### src/hdl/dial_string_filter_assert.svh
// Assertion macros for the dial string filter.
`ifndef DIAL_STRING_FILTER_ASSERT_SVH
`define DIAL_STRING_FILTER_ASSERT_SVH

// Check that a condition implies a consequence in the same cycle.
`define DSF_ASSERT_SAME(label, ante, cons, msg) \
	label: assert property (@(posedge clk) disable iff (!arst_n) (ante) |-> (cons)) \
		else $error(msg);

// Check that a condition implies a consequence in the next cycle.
`define DSF_ASSERT_NEXT(label, ante, cons, msg) \
	label: assert property (@(posedge clk) disable iff (!arst_n) (ante) |=> (cons)) \
		else $error(msg);

`endif

### src/hdl/dsf_pkg.sv
package dsf_pkg;

	// Character codes
	localparam logic [7:0] CH_0     = 8'h30;
	localparam logic [7:0] CH_9     = 8'h39;
	localparam logic [7:0] CH_STAR  = 8'h2A;
	localparam logic [7:0] CH_HASH  = 8'h23;
	localparam logic [7:0] CH_GT    = 8'h3E;
	localparam logic [7:0] CH_SEMI  = 8'h3B;
	localparam logic [7:0] CH_PLUS  = 8'h2B;
	localparam logic [7:0] CH_UP_I  = 8'h49;
	localparam logic [7:0] CH_LO_I  = 8'h69;
	localparam logic [7:0] CH_UP_G  = 8'h47;
	localparam logic [7:0] CH_LO_G  = 8'h67;
	localparam logic [7:0] CH_UP_A  = 8'h41;
	localparam logic [7:0] CH_LO_A  = 8'h61;
	localparam logic [7:0] CH_UP_C  = 8'h43;
	localparam logic [7:0] CH_LO_C  = 8'h63;
	localparam logic [7:0] CH_UP_T  = 8'h54;
	localparam logic [7:0] CH_LO_T  = 8'h74;
	localparam logic [7:0] CH_UP_D  = 8'h44;
	localparam logic [7:0] CH_LO_D  = 8'h64;

	// Byte position limits
	localparam logic [2:0] POS_PREFIX = 3'd3;
	localparam logic [2:0] POS_AFTER  = 3'd4;
	localparam logic [2:0] POS_SAT    = 3'd5;

	// Result slots and result candidates per input item
	localparam int RES_DEPTH = 3;
	localparam int CAND_NUM  = 4;

	typedef struct packed {
		logic [7:0] ch;
		logic       has;
		logic       last;
	} dsf_res_t;

endpackage

### src/hdl/dial_string_filter.sv
// Dial string filter: takes a command string one byte per item on s_axis (tlast on the
// final byte) and streams the filtered string on m_axis. Strings that do not open with
// ATD (any case), and strings of three bytes or fewer, pass unchanged. In an ATD string a
// leading ISDN 'I' is dropped, a single '+' is kept, only dial digits, A-C, '*', '#', '>'
// survive, and the I/i and G/g modifiers are moved to the end (before a final ';').
// Rate: one input item per cycle while m_axis_tready is high and no item yields more
// than one result; one register stage in, one result buffer out. An item yields zero to
// three results, sent one per cycle while m_axis_tready is high; the final byte may hold
// input until all but one are sent. A string yielding nothing ends in a tuser-0 result.
module dial_string_filter (
	input  logic       clk,
	input  logic       arst_n,
	input  logic       s_axis_tvalid,
	output logic       s_axis_tready,
	input  logic [7:0] s_axis_tdata,   // [7:0] in_byte
	input  logic       s_axis_tlast,   // in_last
	output logic       m_axis_tvalid,
	input  logic       m_axis_tready,
	output logic [7:0] m_axis_tdata,   // [7:0] out_byte
	output logic       m_axis_tuser,   // out_has_byte
	output logic       m_axis_tlast    // out_last
);
	import dsf_pkg::*;

	// Input stage
	logic       valid_s1;
	logic [7:0] byte_s1;
	logic       last_s1;

	// String state
	logic [2:0] pos_q;
	logic       prefix_q;
	logic       isdn_q;
	logic       up_i_q;
	logic       lo_i_q;
	logic       g_q;

	// Result buffer
	dsf_res_t   res_q [RES_DEPTH];
	logic [1:0] cnt_q;

	// Next state and results
	logic [2:0] pos_nxt;
	logic       prefix_nxt;
	logic       isdn_nxt;
	logic       up_i_nxt;
	logic       lo_i_nxt;
	logic       g_nxt;
	logic       hit;
	logic       in_atd;
	logic       prim;
	logic       semi;
	logic [CAND_NUM-1:0] cand_v;
	dsf_res_t   cand [CAND_NUM];
	dsf_res_t   res_c [RES_DEPTH];
	logic [2:0] n_c;
	logic [2:0] n_m1;

	logic pop;
	logic move_s1;

	assign pop           = m_axis_tvalid && m_axis_tready;
	assign move_s1       = valid_s1 && ((cnt_q == 2'd0) || ((cnt_q == 2'd1) && pop));
	assign s_axis_tready = !valid_s1 || move_s1;

	assign m_axis_tvalid = (cnt_q != 2'd0);
	assign m_axis_tdata  = res_q[0].ch;
	assign m_axis_tuser  = res_q[0].has;
	assign m_axis_tlast  = res_q[0].last;

	// Hold the accepted item in the input stage
	always_ff @(posedge clk or negedge arst_n) begin
		if (!arst_n) begin
			valid_s1 <= 1'b0;
		end else if (s_axis_tready) begin
			valid_s1 <= s_axis_tvalid;
		end
	end

	always_ff @(posedge clk) begin
		if (s_axis_tvalid && s_axis_tready) begin
			byte_s1 <= s_axis_tdata;
			last_s1 <= s_axis_tlast;
		end
	end

	// Filter one byte and build its result list
	always_comb begin
		pos_nxt    = pos_q;
		prefix_nxt = prefix_q;
		isdn_nxt   = isdn_q;
		up_i_nxt   = up_i_q;
		lo_i_nxt   = lo_i_q;
		g_nxt      = g_q;
		hit        = 1'b0;
		prim       = 1'b0;
		semi       = 1'b0;
		in_atd     = prefix_q && (pos_q >= POS_PREFIX);

		if (pos_q < POS_PREFIX) begin
			prim = 1'b1;
			case (pos_q)
				3'd0:    hit = (byte_s1 == CH_UP_A) || (byte_s1 == CH_LO_A);
				3'd1:    hit = (byte_s1 == CH_UP_T) || (byte_s1 == CH_LO_T);
				default: hit = (byte_s1 == CH_UP_D) || (byte_s1 == CH_LO_D);
			endcase
			prefix_nxt = (pos_q == 3'd0) ? hit : (prefix_q && hit);
		end else if (!prefix_q) begin
			prim = 1'b1;
		end else begin
			if ((pos_q == POS_PREFIX) && (byte_s1 == CH_UP_I)) begin
				isdn_nxt = 1'b1;
			end else if (((pos_q == POS_PREFIX) || ((pos_q == POS_AFTER) && isdn_q))
					&& (byte_s1 == CH_PLUS)) begin
				prim = 1'b1;
			end else if (byte_s1 == CH_UP_I) begin
				up_i_nxt = 1'b1;
				lo_i_nxt = 1'b0;
			end else if (byte_s1 == CH_LO_I) begin
				lo_i_nxt = 1'b1;
				up_i_nxt = 1'b0;
			end else if ((byte_s1 == CH_UP_G) || (byte_s1 == CH_LO_G)) begin
				g_nxt = 1'b1;
			end else if (byte_s1 inside {[CH_0:CH_9], [CH_LO_A:CH_LO_C], [CH_UP_A:CH_UP_C],
					CH_STAR, CH_HASH, CH_GT}) begin
				prim = 1'b1;
			end else if (last_s1 && (byte_s1 == CH_SEMI)) begin
				semi = 1'b1;
			end
		end

		// Candidates in output order: byte, modifier I, modifier G, final semicolon
		cand_v[0] = prim;
		cand[0]   = '{ch: byte_s1, has: 1'b1, last: 1'b0};
		cand_v[1] = last_s1 && in_atd && (up_i_nxt || lo_i_nxt);
		cand[1]   = '{ch: (up_i_nxt ? CH_UP_I : CH_LO_I), has: 1'b1, last: 1'b0};
		cand_v[2] = last_s1 && in_atd && g_nxt;
		cand[2]   = '{ch: CH_UP_G, has: 1'b1, last: 1'b0};
		cand_v[3] = semi;
		cand[3]   = '{ch: CH_SEMI, has: 1'b1, last: 1'b0};

		// Pack the candidates into the result slots
		for (int k = 0; k < RES_DEPTH; k++) begin
			res_c[k] = '{ch: 8'h00, has: 1'b0, last: 1'b0};
		end
		n_c = 3'd0;
		for (int k = 0; k < CAND_NUM; k++) begin
			if (cand_v[k] && (n_c < 3'(RES_DEPTH))) begin
				res_c[n_c[1:0]] = cand[k];
				n_c = n_c + 3'd1;
			end
		end

		// Close the string: empty marker if nothing else, last flag on the final slot
		if (last_s1 && (n_c == 3'd0)) begin
			n_c = 3'd1;
		end
		n_m1 = n_c - 3'd1;
		if (last_s1) begin
			res_c[n_m1[1:0]].last = 1'b1;
		end

		// Advance the position, clear everything at the end of a string
		if (pos_q < POS_SAT) begin
			pos_nxt = pos_q + 3'd1;
		end
		if (last_s1) begin
			pos_nxt    = 3'd0;
			prefix_nxt = 1'b0;
			isdn_nxt   = 1'b0;
			up_i_nxt   = 1'b0;
			lo_i_nxt   = 1'b0;
			g_nxt      = 1'b0;
		end
	end

	// Update the string state when an item leaves the input stage
	always_ff @(posedge clk or negedge arst_n) begin
		if (!arst_n) begin
			pos_q    <= 3'd0;
			prefix_q <= 1'b0;
			isdn_q   <= 1'b0;
			up_i_q   <= 1'b0;
			lo_i_q   <= 1'b0;
			g_q      <= 1'b0;
		end else if (move_s1) begin
			pos_q    <= pos_nxt;
			prefix_q <= prefix_nxt;
			isdn_q   <= isdn_nxt;
			up_i_q   <= up_i_nxt;
			lo_i_q   <= lo_i_nxt;
			g_q      <= g_nxt;
		end
	end

	// Result count: load on a new item, count down on each send
	always_ff @(posedge clk or negedge arst_n) begin
		if (!arst_n) begin
			cnt_q <= 2'd0;
		end else if (move_s1) begin
			cnt_q <= n_c[1:0];
		end else if (pop) begin
			cnt_q <= cnt_q - 2'd1;
		end
	end

	// Result slots: load, or shift toward the output
	always_ff @(posedge clk) begin
		if (move_s1) begin
			res_q <= res_c;
		end else if (pop) begin
			for (int k = 0; k < RES_DEPTH - 1; k++) begin
				res_q[k] <= res_q[k+1];
			end
		end
	end

`include "dial_string_filter_assert.svh"

	`DSF_ASSERT_SAME(a_empty_is_last, m_axis_tvalid && !m_axis_tuser, m_axis_tlast, "empty result not final")
	`DSF_ASSERT_SAME(a_last_only_final, cnt_q > 2'd1, !res_q[0].last, "last flag before final result")
	`DSF_ASSERT_NEXT(a_state_clear, move_s1 && last_s1, pos_q == 3'd0 && !g_q && !isdn_q, "state not cleared after string")
	`DSF_ASSERT_SAME(a_mod_after_prefix, pos_q <= POS_PREFIX, !up_i_q && !lo_i_q && !g_q, "modifier seen inside prefix")

endmodule
### config.mk
export PLATFORM = sky130hd
export DESIGN_NAME = dial_string_filter
export DESIGN_NICKNAME = d
export VERILOG_FILES = /design/src/hdl/dsf_pkg.sv /design/src/hdl/dial_string_filter.sv
export VERILOG_INCLUDE_DIRS = /design/src /design/src/hdl
export SDC_FILE = /design/constraint.sdc
export NUM_CORES = 1
export LEC_CHECK = 0
export BUFFER_PORTS_ARGS = -buffer_cell sky130_fd_sc_hd__buf_2
export CAP_MARGIN = 20
export CELL_PAD_IN_SITES_DETAIL_PLACEMENT = 0
export CELL_PAD_IN_SITES_GLOBAL_PLACEMENT = 1
export CORE_MARGIN = 4
export CORE_UTILIZATION = 44
export DETAILED_ROUTE_END_ITERATION = 10
export PLACE_DENSITY = 0.72
export SYNTH_ARGS = -nofsm -noshare
export SYNTH_HDL_FRONTEND = slang
export SYNTH_SLANG_ARGS = --single-unit
### constraint.sdc
create_clock -name clk -period 4.2 [get_ports clk]
set_clock_uncertainty 0.05 [all_clocks]
set_input_delay 0.42 -clock clk [delete_from_list [all_inputs] [get_ports clk]]
set_output_delay 0.42 -clock clk [all_outputs]
set_load 0.05 [all_outputs]
# Word level (Yosys, flattened, before mapping)
# Cells that the tools add are included.
# word_totals
out_inout_bits	12
wordCells	196
register_bits	50
in_bits	13
# op_classes
reduce_logical	46
n_eq_ne	20
addsub	6
muxes	75
order_cmp	20
n_bitwise	10
# ops
op	count
$mux W30	4
$demux W10 S2	4
$eq A8 B7 Y1 const B	10
$bwmux W30	2
$mux W1	49
$eq A8 B6 Y1 const B	5
$mux W10	4
$mux W20	2
$logic_and A1 B1 Y1	24
$or A18 B18 Y18	1
$ge A8 B7 Y1 const B	2
$le A8 B7 Y1 const B	2
$and A15 B15 Y15	1
$mux W3	5
$not A15 Y15	1
$or A15 B15 Y15	1
$add A3 B1 Y3 const B	4
$and A12 B12 Y12	1
$ge A3 B3 Y1 const B	4
$lt A3 B1 Y1 const B	4
$lt A3 B2 Y1 const B	4
$not A12 Y12	1
$not A2 Y3	4
$reduce_bool A2 Y1	6
20 further kinds	32

# Longest topological paths before layout
# Gate-level depths: netlist (run 1).
# logic_depth
word_depth	33
ltp_mapped	18
depth_no_buf	15

# Worst setup path after synthesis (run 1)
# OpenSTA, ideal clock, no wires.
# synth_timing
path_kind	register to register
startpoint	register pos_q[0]
endpoint	register res_q[14] in the netlist's numbering (data pin)
path_slack_ps	580
setup_time_ps	257
path_buffers	2
path_stages_with_launch	15
arrival_time_ps	3313
path_cell_list	dfrtp_1 ha_1 ha_1 a31oi_1 nor2_1 nand2_1 nand4_1 clkbuf_8 inv_1 fa_1 buf_2 o21ai_0 nor4_4 a21oi_1 a32o_1
# synth_via
elab_chain_cells	27
elab_cells_between_ends	80
cone_classes	4 x add/sub; 11 x order compare; 2 x eq/ne; 39 x mux; 7 x bitwise; 17 x reduce/logical
# synth_lines
element	line_no	source
start, declared	dial_string_filter.sv:31	logic [2:0] pos_q;
start signal, assigned	dial_string_filter.sv:187	pos_q <= pos_nxt;
$eq A3 B3 Y1	dial_string_filter.sv:113	end else if (((pos_q == POS_PREFIX) || ((pos_q == POS_AFTER) && isdn_q))
$logic_and A1 B1 Y1	dial_string_filter.sv:113	
$logic_or A1 B1 Y1	dial_string_filter.sv:113	
$logic_and A1 B1 Y1	dial_string_filter.sv:114	&& (byte_s1 == CH_PLUS)) begin
$mux W1	dial_string_filter.sv:113	
$mux W1	dial_string_filter.sv:111	if ((pos_q == POS_PREFIX) && (byte_s1 == CH_UP_I)) begin
$mux W1	dial_string_filter.sv:108	end else if (!prefix_q) begin
$mux W1	dial_string_filter.sv:100	if (pos_q < POS_PREFIX) begin
(+11 left out)	-	
$logic_and A1 B1 Y1	dial_string_filter.sv:155	if (last_s1 && (n_c == 3'd0)) begin
$mux W2	dial_string_filter.sv:155	
$sub A2 B1 Y2	dial_string_filter.sv:158	n_m1 = n_c - 3'd1;
$not A2 Y3 (not written as such)	dial_string_filter.sv:160	res_c[n_m1[1:0]].last = 1'b1;
$demux W10 S2	dial_string_filter.sv:160	
$bwmux W30	dial_string_filter.sv:160	
$mux W30 *	dial_string_filter.sv:159	if (last_s1) begin
$mux W20 *	dial_string_filter.sv:209	if (move_s1) begin
end signal, assigned	dial_string_filter.sv:210	res_q <= res_c;
end signal, assigned by index	dial_string_filter.sv:213	res_q[k] <= res_q[k+1];
end, declared	dial_string_filter.sv:39	dsf_res_t res_q [RES_DEPTH];
# Mark *: on every way between the ends. The rest lies on a longest branch, timed or not.
# A chain may end at the register's enable or synchronous reset.

# Worst setup path in the final report (run 1)
# layout_timing
startpoint	register pos_q[2]
endpoint	register cnt_q[0]
# layout_via
elab_chain_cells	22
elab_cells_between_ends	50
cone_classes	3 x add/sub; 5 x order compare; 2 x eq/ne; 26 x mux; 14 x reduce/logical
# layout_lines
element	line_no	source
$eq A3 B3 Y1	dial_string_filter.sv:113	
$logic_and A1 B1 Y1	dial_string_filter.sv:113	
$logic_or A1 B1 Y1	dial_string_filter.sv:113	
$logic_and A1 B1 Y1	dial_string_filter.sv:114	
$mux W1	dial_string_filter.sv:113	
$mux W1	dial_string_filter.sv:111	
$mux W1	dial_string_filter.sv:108	
$mux W1	dial_string_filter.sv:100	
(+6 left out)	-	
$mux W3	dial_string_filter.sv:148	if (cand_v[k] && (n_c < 3'(RES_DEPTH))) begin
$lt A3 B2 Y1	dial_string_filter.sv:148	
$logic_and A1 B1 Y1	dial_string_filter.sv:148	
$mux W3 *	dial_string_filter.sv:148	
$logic_not A3 Y1	dial_string_filter.sv:155	
$logic_and A1 B1 Y1	dial_string_filter.sv:155	
$mux W2 *	dial_string_filter.sv:155	
$mux W2 *	dial_string_filter.sv:200	end else if (move_s1) begin
end signal, assigned	dial_string_filter.sv:201	cnt_q <= n_c[1:0];
end signal, assigned	dial_string_filter.sv:203	cnt_q <= cnt_q - 2'd1;
end, declared	dial_string_filter.sv:40	logic [1:0] cnt_q;
# Marks and branches as above.

==> results of run 1 <==
placed cells by master, fill, tap and decap left out, drive strengths merged, types with 7 or more instances in the layout:
cell type	synthesis	routed
ha	14	14
o21ai	13	13
clkbuf	7	7
edfxtp	31	31
a21oi	19	19
nand3	13	13
nor2	23	23
inv	14	14
dfrtp	11	11
buf	13	30
nand2	26	26
synth_stat cells (2+ instances only):
cell type and number:
a32o_1 2, nand2b_1 3, o211ai_1 3, clkbuf_1 3
or4_1 2, nor3_1 4, a22oi_1 2, a31oi_1 3
buf_6 2, nor4_1 4, dfrtp_1 11, o21ai_2 2
ha_1 14, a21o_1 2, and2_1 3, buf_4 9
o31ai_1 3, clkbuf_8 4, nand2_1 26, mux2i_1 3
o21a_1 4, o21bai_1 2, o22ai_1 2, nand4_1 5
xnor2_1 2, nor2_1 23, a211oi_1 3, o21ai_0 10
o41ai_1 2, a21oi_1 19, edfxtp_1 31, nand3_1 13
inv_1 13
final timing paths:
| path | startpoint | end |
|---|---|---|
| hold reg to reg | isdn_q | isdn_q |
| max in group asynchronous | arst_n | up_i_q |
| hold / removal | s_axis_tdata[1] | byte_s1[1] |
| setup reg to reg | pos_q[2] | cnt_q[0] |
| min in group asynchronous | arst_n | pos_q[2] |
| setup / recovery | pos_q[2] | cnt_q[0] |
metrics by stage:
| step | worst slack, ns | utilization |
|---|---|---|
| after floorplan | 0.580 | - |
| final | 0.434 | 0.485 |
| after global placement | 0.430 | 0.469 |
| after detailed placement | 0.369 | 0.469 |
| after CTS | 0.297 | 0.484 |
| after global routing | 0.119 | 0.485 |
sequential cells by signal (all words and copies together), names as in the netlist:
name,flops
byte_s1,8
cnt_q,2
g_q,1
isdn_q,1
last_s1,1
lo_i_q,1
m_axis_tdata,8
m_axis_tlast,1
m_axis_tuser,1
pos_q,3
prefix_q,1
res_q,12
up_i_q,1
valid_s1,1
power groups by stage:
| stage | clock network (W) | registers, W | logic (W) |
|---|---|---|---|
| 5_1_grt | 0.000281 | 0.000823 | 0.00115 |
| 2_1_floorplan | 0 | 0.000791 | 0.000883 |
| 3_3_place_gp | 0 | 0.000806 | 0.00103 |
| 3_5_place_dp | 0 | 0.000813 | 0.00103 |
| 4_1_cts | 0.000260 | 0.000803 | 0.00104 |
| 6_report | 0.000253 | 0.000800 | 0.00104 |
metal layers:
layer / track usage / vias up / wire length (µm)
met3: 0.0317 / 6 / 275
met2: 0.294 / 50 / 3010
met4: 0.0446 / 0 / 70
met5: 0 / - / 0
li1: - / 996 / -
met1: 0.246 / 959 / 2770
kinds of logic (layout without fill, tap and decap cells):
logic type	Yosys count	in the layout	synth area share
simple gates	97	97	0.202
compound gates	69	69	0.173
flops	42	42	0.450
buf+inv	34	53	0.0812
fa+ha+maj	15	15	0.0728
xor+xnor	3	3	0.00981
mux	3	3	0.0112
final cells by class:
cell class / instances / area, µm²
well taps: 75 / 93.8
flip-flops and latches: 42 / 1210
fillers: 589 / 3050
clock buffers: 7 / 76.3
multi-input cells: 187 / 1260
repair buffers: 31 / 175
clock inverters: 1 / 3.75
inverters: 14 / 52.6
repair_timing:
action                                 in CTS  in global routing
hold buffers                                1                  0
setup endpoints to repair                   0                  1
resized for setup                           0                  1
buffers inserted                            0                  0
endpoints found under the hold margin      11                  0
==> results.tsv, run 1 <==
metric	value	unit
kind of cell adding the most delay to the critical path	compound AO/OA/AOI/OAI gates	
Layout area overhead	7.14	%
Pint	0.00111	W
routed vias/inst	5.63	
Reg2Reg Setup Slack	0.43	ns
number of diodes	0	
H-tree depth	2	
Primary FF master, synth	edfxtp_1	
outcome	complete, no violations	
Max-slew headroom	0.483	
Worst-path clk slew	0.08	ns
root buf cell	clkbuf_8	
DR vias	2011	
area of the die	7400	µm²
P_sw	0.000984	W
design area	2870	µm²
count of buffers from port buffering	24	
worst setup path class	register to register	
Finished Layout Cells	357	
CTS sink count	42	
final period utilization	0.897	
reg2reg path depth	14	
I/O pins	25	
DRT iter0 DRCs	115	
largest net degree at the start of global routing	31	
Seq cells post-synth	42	
min Tclk post-route	3.77	ns
worst skew pair latency	0.29	ns
WP data arrival	3.86	ns
CP Cell Sequence	inv_1 > ha_1 > a211o_1 > o211ai_1 > o21ai_2 > ha_1 > o41ai_2 > o21ai_2 > ha_1 > nor2_1 > a21oi_1 > mux2i_1 > a311oi_1 > a21oi_1	
core area	5920	µm²
CP Depth	14	
final setup TNS	0	ns
critical path launch point type	register	
Seq pwr share	0.383	
Cell variety after synth	62	
Synth top area share	0.347	
Slew @ Worst Pin	0.776	ns
Buffers & Inverters on Critical Path	1	
Die X	86.0	µm
Die H	86.0	µm
final-report setup violation count	0	
area of placed instances	2770	µm²
Hold Path Stages	1	
EDFF count, synth	31	
Post-Syn Area	2680	µm²
DR pass1 iterations	4	
dpl hpwl	4510	µm
Initial Util	0.453	
Switching Share	0.471	
# DRC	0	
Yosys top cell by area	edfxtp_1	
Row Count	28	
GRT Overall Usage	0.179	
total grt overflow	0	
total power	0.00209	W
FFs w/ async S/R, synth	0.262	
number of failing hold endpoints at the final stage	0	
cell mode on critical path	ha_1	
Synth area leaders	edfxtp_1 35%, dfrtp_1 10%, ha_1 6.5%	
Comb power frac	0.496	
worst hold path type	input pin to register	
# placed instances	348	
synth warn	0	
Clk pwr share	0.121	
layout cells sized above 1	0.177	
Max Cap Viol	0	
antenna violations before repair	0	
RSZ-0062 raised after global routing	no	
pwr dens	728	nW/µm²
nets	309	
crit-path max FO	11	
worst hold slack	0.247	ns
Avg Cell Area, Syn	10.2	µm²
global-route wire length before repair	10400	µm
CP max-delay cell	dfrtp_1	
CTS tree	built	
worst IR drop on VDD	0.498	mV
fin. max-slew vios	0	
Critical Path RT	4.30	ns
syn nets	291	
sequential fraction of the synthesis area	0.450	
Clock Path Buffers	2	
Leak	1.14	nW
number of global-route vias before repair	2012	
CTS Buf Count	5	
routed len/inst	17.1	µm
CP endpoint kind	register	
Post-Route WL	6120	µm
fmax	266	MHz
max incr delay on CP	0.56	ns
Syn Inst Count	263	
GPL Wtd Cong	0.833	
post-route ant nets	0	
No activity file was read; power rests on OpenSTA's default activity.
==> run 2: changes to the inputs <==
Settings changed: CORE_UTILIZATION 44 to 47, PLACE_DENSITY 0.72 to 0.76.
==> run 2 against run 1 <==
  * Setup slack worse by 0.073 ns
  * Clock-buffer cell count unchanged
  * Highest routed layer unchanged
  * Final cell count fell by 0.56%
  * Register-to-register slack got worse by 0.07 ns
  * Non-clock buffer count is 1 higher
  * Sequential share of layout area fell by 0.33 points
  * Fmax shrank 1.9%
  * Critical endpoint unchanged
  * Clock power grew 26%
==> results.tsv, run 2 (synthesis results as in run 1) <==
metric	value	unit	change
outcome	complete, no violations		
nets	310		+0.32%
number of failing hold endpoints at the final stage	0		unchanged
Post-Route WL	5800	µm	-5.3%
Reg2Reg Setup Slack	0.36	ns	-0.07 ns
cell mode on critical path	ha_1		
global-route wire length before repair	9870	µm	-5.2%
pre-CTS WS	0.415	ns	+0.0458 ns
DR vias	2054		+2.1%
max reg flops	12		unchanged
Clk pwr share	0.149		+0.028
CP endpoint kind	register		
core area	5510	µm²	-7.0%
Hold Path Stages	1		unchanged
final setup TNS	0	ns	unchanged
pwr dens	741	nW/µm²	+1.8%
hold_sp	s_axis_tdata[0]		
most flop-heavy register	res_q		
CP Cell Sequence	inv_1 > ha_1 > a211o_1 > o211ai_1 > o21ai_2 > ha_1 > o41ai_1 > o21ai_2 > ha_1 > nor2_1 > a21oi_1 > mux2i_1 > a311oi_1 > a21oi_1		
final period utilization	0.914		+0.0174
worst IR drop on VDD	0.474	mV	-4.9%
routed len/inst	16.3	µm	-4.7%
CP max-delay cell	dfrtp_1		
crit-path max FO	11		unchanged
count of buffers from port buffering	24		unchanged
post-route ant nets	0		unchanged
commonest non-fill, non-tap cells in the layout	31 x edfxtp_1, 26 x nand2_1, 24 x buf_2, 23 x nor2_1, 19 x a21oi_1		
Initial Util	0.487		+0.0340
Comb power frac	0.482		-0.014
Die X	83.5	µm	-2.9%
max incr delay on CP	0.55	ns	about the same
Switching Share	0.455		-0.0160
total grt overflow	0		unchanged
CTS tree	built		
dpl hpwl	4340	µm	-3.8%
largest net degree at the start of global routing	31		unchanged
Leak	1.16	nW	+1.5%
worst hold path type	input pin to register		
RSZ-0062 raised after global routing	no		
root buf cell	clkbuf_8		
reg2reg path depth	14		unchanged
commonest non-fill, non-tap cell in the layout	edfxtp_1		
layout cells sized above 1	0.180		+0.00291
DRT iter0 DRCs	115		unchanged
Slew @ Worst Pin	0.725	ns	-0.0510 ns
CTS sink count	42		unchanged
final design utilization	0.526		+0.0406
Clock Path Buffers	2		unchanged
Max-slew headroom	0.517		+0.0340
fin worst setup slack	0.361	ns	-0.0733 ns
post_cts resized	0		unchanged
routed vias/inst	5.79		+2.7%
CTS Buf Count	5		unchanged
WP data arrival	3.94	ns	+0.08 ns
Seq pwr share	0.370		-0.013
GRT Overall Usage	0.174		-0.00577
Max Cap Viol	0		unchanged
Pint	0.00117	W	+5.7%
worst skew pair latency	0.29	ns	about the same
number of diodes	0		unchanged
# DRC	0		unchanged
Die H	83.5	µm	-2.9%
RR Endpoint	cnt_q[0]		
Layout area overhead	7.98	%	
area of the die	6970	µm²	-5.8%
fmax	260	MHz	-1.9%
DR pass1 iterations	5		+1
hold endpoint	byte_s1[0]		
critical path launch point type	register		
fin. max-slew vios	0		unchanged
Critical Path RT	4.31	ns	about the same
antenna violations before repair	0		unchanged
min Tclk post-route	3.84	ns	+0.0733 ns
final-report setup violation count	0		unchanged
Worst-path clk slew	0.08	ns	about the same
Row Count	27		-3.6%
Critical R2R Launch	pos_q[2]		
H-tree depth	2		unchanged
P_sw	0.000975	W	-0.91%
number of global-route vias before repair	1992		-0.99%
Fillers	500		-15%
worst setup path class	register to register		
GPL Wtd Cong	0.932		+12%
I/O pins	25		unchanged
run 2: what timing repair did:
action / 4_1_cts / 5_1_grt
setup buffers: 0 / 0
hold buffers: 1 / 0
endpoints found under the hold margin: 11 / 0
run 2: worst max path at each step:
stage	start	endpoint	cells after the start	slack [ns]
floorplan	pos_q[0]	res_q[14]	14	0.58
global placement	pos_q[2]	cnt_q[0]	14	0.49
detailed placement	pos_q[2]	cnt_q[0]	14	0.41
CTS	pos_q[2]	cnt_q[0]	14	0.39
global route	pos_q[2]	cnt_q[0]	14	0.05
finish	pos_q[2]	cnt_q[0]	14	0.36
run 2: metal layers:
layer | track usage | share of wire | wire (µm)
met5 | 0 | 0 | 0
met4 | 0.0468 | 0.018 | 102
met3 | 0.0375 | 0.048 | 278
met2 | 0.285 | 0.48 | 2780
met1 | 0.233 | 0.45 | 2630
run 2: through the flow:
step                hold slack, ns  total power (W)  cells  cell area, µm²
global route                 0.234          0.00230    355            2890
global placement             0.254          0.00183    346            2780
finish                       0.245          0.00214    355            2890
CTS                          0.239          0.00216    355            2890
detailed placement           0.255          0.00183    346            2780
floorplan                   0.0744          0.00167    263            2680
run 2: area by class of cell:
class                      count  area [µm²]  area share
clock inverter                 1        30.0      0.0104
multi-input combinational    187        1260       0.434
clock buffer                   7        76.3      0.0264
timing repair buffer          32         183      0.0631
sequential                    42        1210       0.417
tap                           72        90.1      0.0311
inverter                      14        52.6      0.0182
run 2: critical path: cells and delay by family, from the launching register on:
family | cells | cell delay, ns
adders and majority gates | 3 | 1.05
DFF | 1 | 0.55
AOI/OAI and AO/OA | 8 | 1.77
buffers and inverters | 1 | 0.14
muxes | 1 | 0.09
and+or+nand+nor | 1 | 0.06
run 2: power groups by stage:
stage / registers, W / clock network (W) / logic (W)
final: 0.000792 / 0.000319 / 0.00103
after CTS: 0.000794 / 0.000324 / 0.00104
after floorplan: 0.000791 / 0 / 0.000883
after global routing: 0.000815 / 0.000338 / 0.00114
after global placement: 0.000798 / 0 / 0.00103
after detailed placement: 0.000803 / 0 / 0.00103
==> run 3: changes to the inputs <==
Settings changed: PLACE_DENSITY 0.76 to default, PLACE_DENSITY_LB_ADDON from default to 0.05.
==> run 3 against run 2 <==
  * First-iteration DRC count down 19%
  * Die area stayed put
  * Non-clock buffer count unchanged
  * Global-route usage up 0.083 points
  * Flip-flop and latch count is the same
  * Fmax up 2.1%
  * Combinational power is essentially flat
  * Sequential share of layout area shrank 0.14 points
  * Sequential power rose by 0.9%
  * Total power rose by 0.28%
  * Critical path depth stayed put
  * Utilization increased by 0.18 points
  * Largest cell class unchanged
  * Highest routed layer unchanged
==> results.tsv, run 3 (synthesis results as in run 1) <==
metric	value	unit	change
Initial Util	0.487		unchanged
total grt overflow	0		unchanged
I/O pins	25		unchanged
hold_sp	s_axis_tdata[7]		
fin. max-slew vios	0		unchanged
Reg area	1210	µm²	unchanged
DR pass1 iterations	4		-1
GRT Overall Usage	0.175		+0.000834
Worst-path clk slew	0.08	ns	about the same
worst setup path class	register to register		
Critical R2R Launch	pos_q[2]		
min Tclk post-route	3.76	ns	-0.0778 ns
dpl hpwl	4300	µm	-0.77%
hold endpoint	byte_s1[7]		
Fillers	530		+6.0%
outcome	complete, no violations		
routed vias/inst	5.59		-3.4%
commonest non-fill, non-tap cells in the layout	31 x edfxtp_1, 26 x nand2_1, 24 x buf_2, 23 x nor2_1, 19 x a21oi_1		
CTS sink count	42		unchanged
Post-Route WL	5770	µm	-0.57%
final setup TNS	0	ns	unchanged
fmax	266	MHz	+2.1%
RR Endpoint	cnt_q[0]		
Buffers & Inverters on Critical Path	1		unchanged
commonest non-fill, non-tap cell in the layout	edfxtp_1		
Reg2Reg Setup Slack	0.44	ns	+0.08 ns
critical path launch point type	register		
Layout area overhead	8.36	%	
Row Count	27		unchanged
Leak	1.16	nW	+0.46%
DR vias	1984		-3.4%
antenna violations before repair	0		unchanged
pwr dens	740	nW/µm²	about the same
Setup Buffers After CTS	0		unchanged
Hold Path Stages	1		unchanged
area taken by multi-input logic gates	1260	µm²	unchanged
core area	5510	µm²	unchanged
Die H	83.5	µm	unchanged
root buf cell	clkbuf_8		
kind of cell adding the most delay to the critical path	compound AO/OA/AOI/OAI gates		
global-route wire length before repair	9760	µm	-1.1%
number of failing hold endpoints at the final stage	0		unchanged
area of the die	6970	µm²	unchanged
reg2reg path depth	14		unchanged
Max-slew headroom	0.508		-0.00878
count of buffers from port buffering	24		unchanged
GPL Wtd Cong	0.814		-13%
Slew @ Worst Pin	0.738	ns	+0.0132 ns
CTS Buf Count	5		unchanged
Die X	83.5	µm	unchanged
max reg flops	12		unchanged
number of diodes	0		unchanged
max incr delay on CP	0.55	ns	about the same
routed len/inst	16.2	µm	-0.57%
number of global-route vias before repair	1968		-1.2%
post-route ant nets	0		unchanged
largest net degree at the start of global routing	31		unchanged
CP Depth	14		unchanged
Clock Path Buffers	2		unchanged
WP data arrival	3.86	ns	-0.08 ns
final period utilization	0.896		-0.0185
layout cells sized above 1	0.184		+0.00353
worst skew pair latency	0.29	ns	about the same
Max Cap Viol	0		unchanged
final-report setup violation count	0		unchanged
worst hold slack	0.251	ns	+0.00540 ns
CP Cell Sequence	inv_1 > ha_1 > a211o_1 > o211ai_1 > o21ai_2 > ha_1 > o41ai_1 > o21ai_2 > ha_1 > nor2_1 > a21oi_1 > mux2i_1 > a311oi_1 > a21oi_1		
CP max-delay cell	dfrtp_1		
most flop-heavy register	res_q		
crit-path max FO	11		unchanged
CP endpoint kind	register		
CTS tree	built		
Critical Path RT	4.30	ns	about the same
cell mode on critical path	ha_1		
nets	310		unchanged
RSZ-0062 raised after global routing	no		
worst IR drop on VDD	0.565	mV	+19%
DRT iter0 DRCs	93		-19%
# DRC	0		unchanged
Finished Layout Cells	355		unchanged
# placed instances	346		unchanged
H-tree depth	2		unchanged
worst hold path type	input pin to register		
-- run 3: cell types whose count changed in the layout (fill, tap and decap cells not counted) --
cell	previous run	this run
clkbuf_1	2	1
clkbuf_8	5	6
-- run 3: worst max path at each step --
stage	start	end	slack [ns]
after floorplan	pos_q[0]	res_q[14]	0.58
after global placement	pos_q[0]	cnt_q[0]	0.59
after detailed placement	pos_q[2]	cnt_q[0]	0.48
after CTS	pos_q[2]	cnt_q[0]	0.45
after global routing	pos_q[2]	cnt_q[0]	0.06
final	pos_q[2]	cnt_q[0]	0.44
-- run 3: report_power, final --
part	switching, W	total (W)	leakage (nW)	internal [W]
combinational	0.000710	0.00102	0.666	0.000310
sequential	0.000120	0.000799	0.437	0.000679
clock	0.000137	0.000331	0.0585	0.000194
-- run 3: per-stage QoR --
stage	worst slack [ns]	total power, W	util	cell area, µm²
final	0.439	0.00215	0.527	2900
after global routing	0.0571	0.00232	0.527	2900
after global placement	0.586	0.00183	0.504	2780
after detailed placement	0.480	0.00183	0.504	2780
after CTS	0.453	0.00217	0.527	2900
after floorplan	0.580	0.00167	-	2680
-- run 3: what timing repair did --
action                    CTS  global route
hold buffers                1             0
gates resized for setup     0             0
hold endpoints to repair   11             0
-- run 3: area by class of cell --
type | instances | share of cell area
multi-input combinational | 187 | 0.433
sequential | 42 | 0.415
timing repair buffer | 32 | 0.0629
tap | 72 | 0.0310
clock buffer | 7 | 0.0297
inverter | 14 | 0.0181
clock inverter | 1 | 0.0103
-- run 3: routing by layer --
metal / global-route usage / up-vias / part of all wire
li1: - / 1007 / -
met4: 0.0541 / 0 / 0.015
met1: 0.231 / 934 / 0.47
met5: 0 / - / 0
met2: 0.289 / 34 / 0.48
met3: 0.0355 / 9 / 0.036
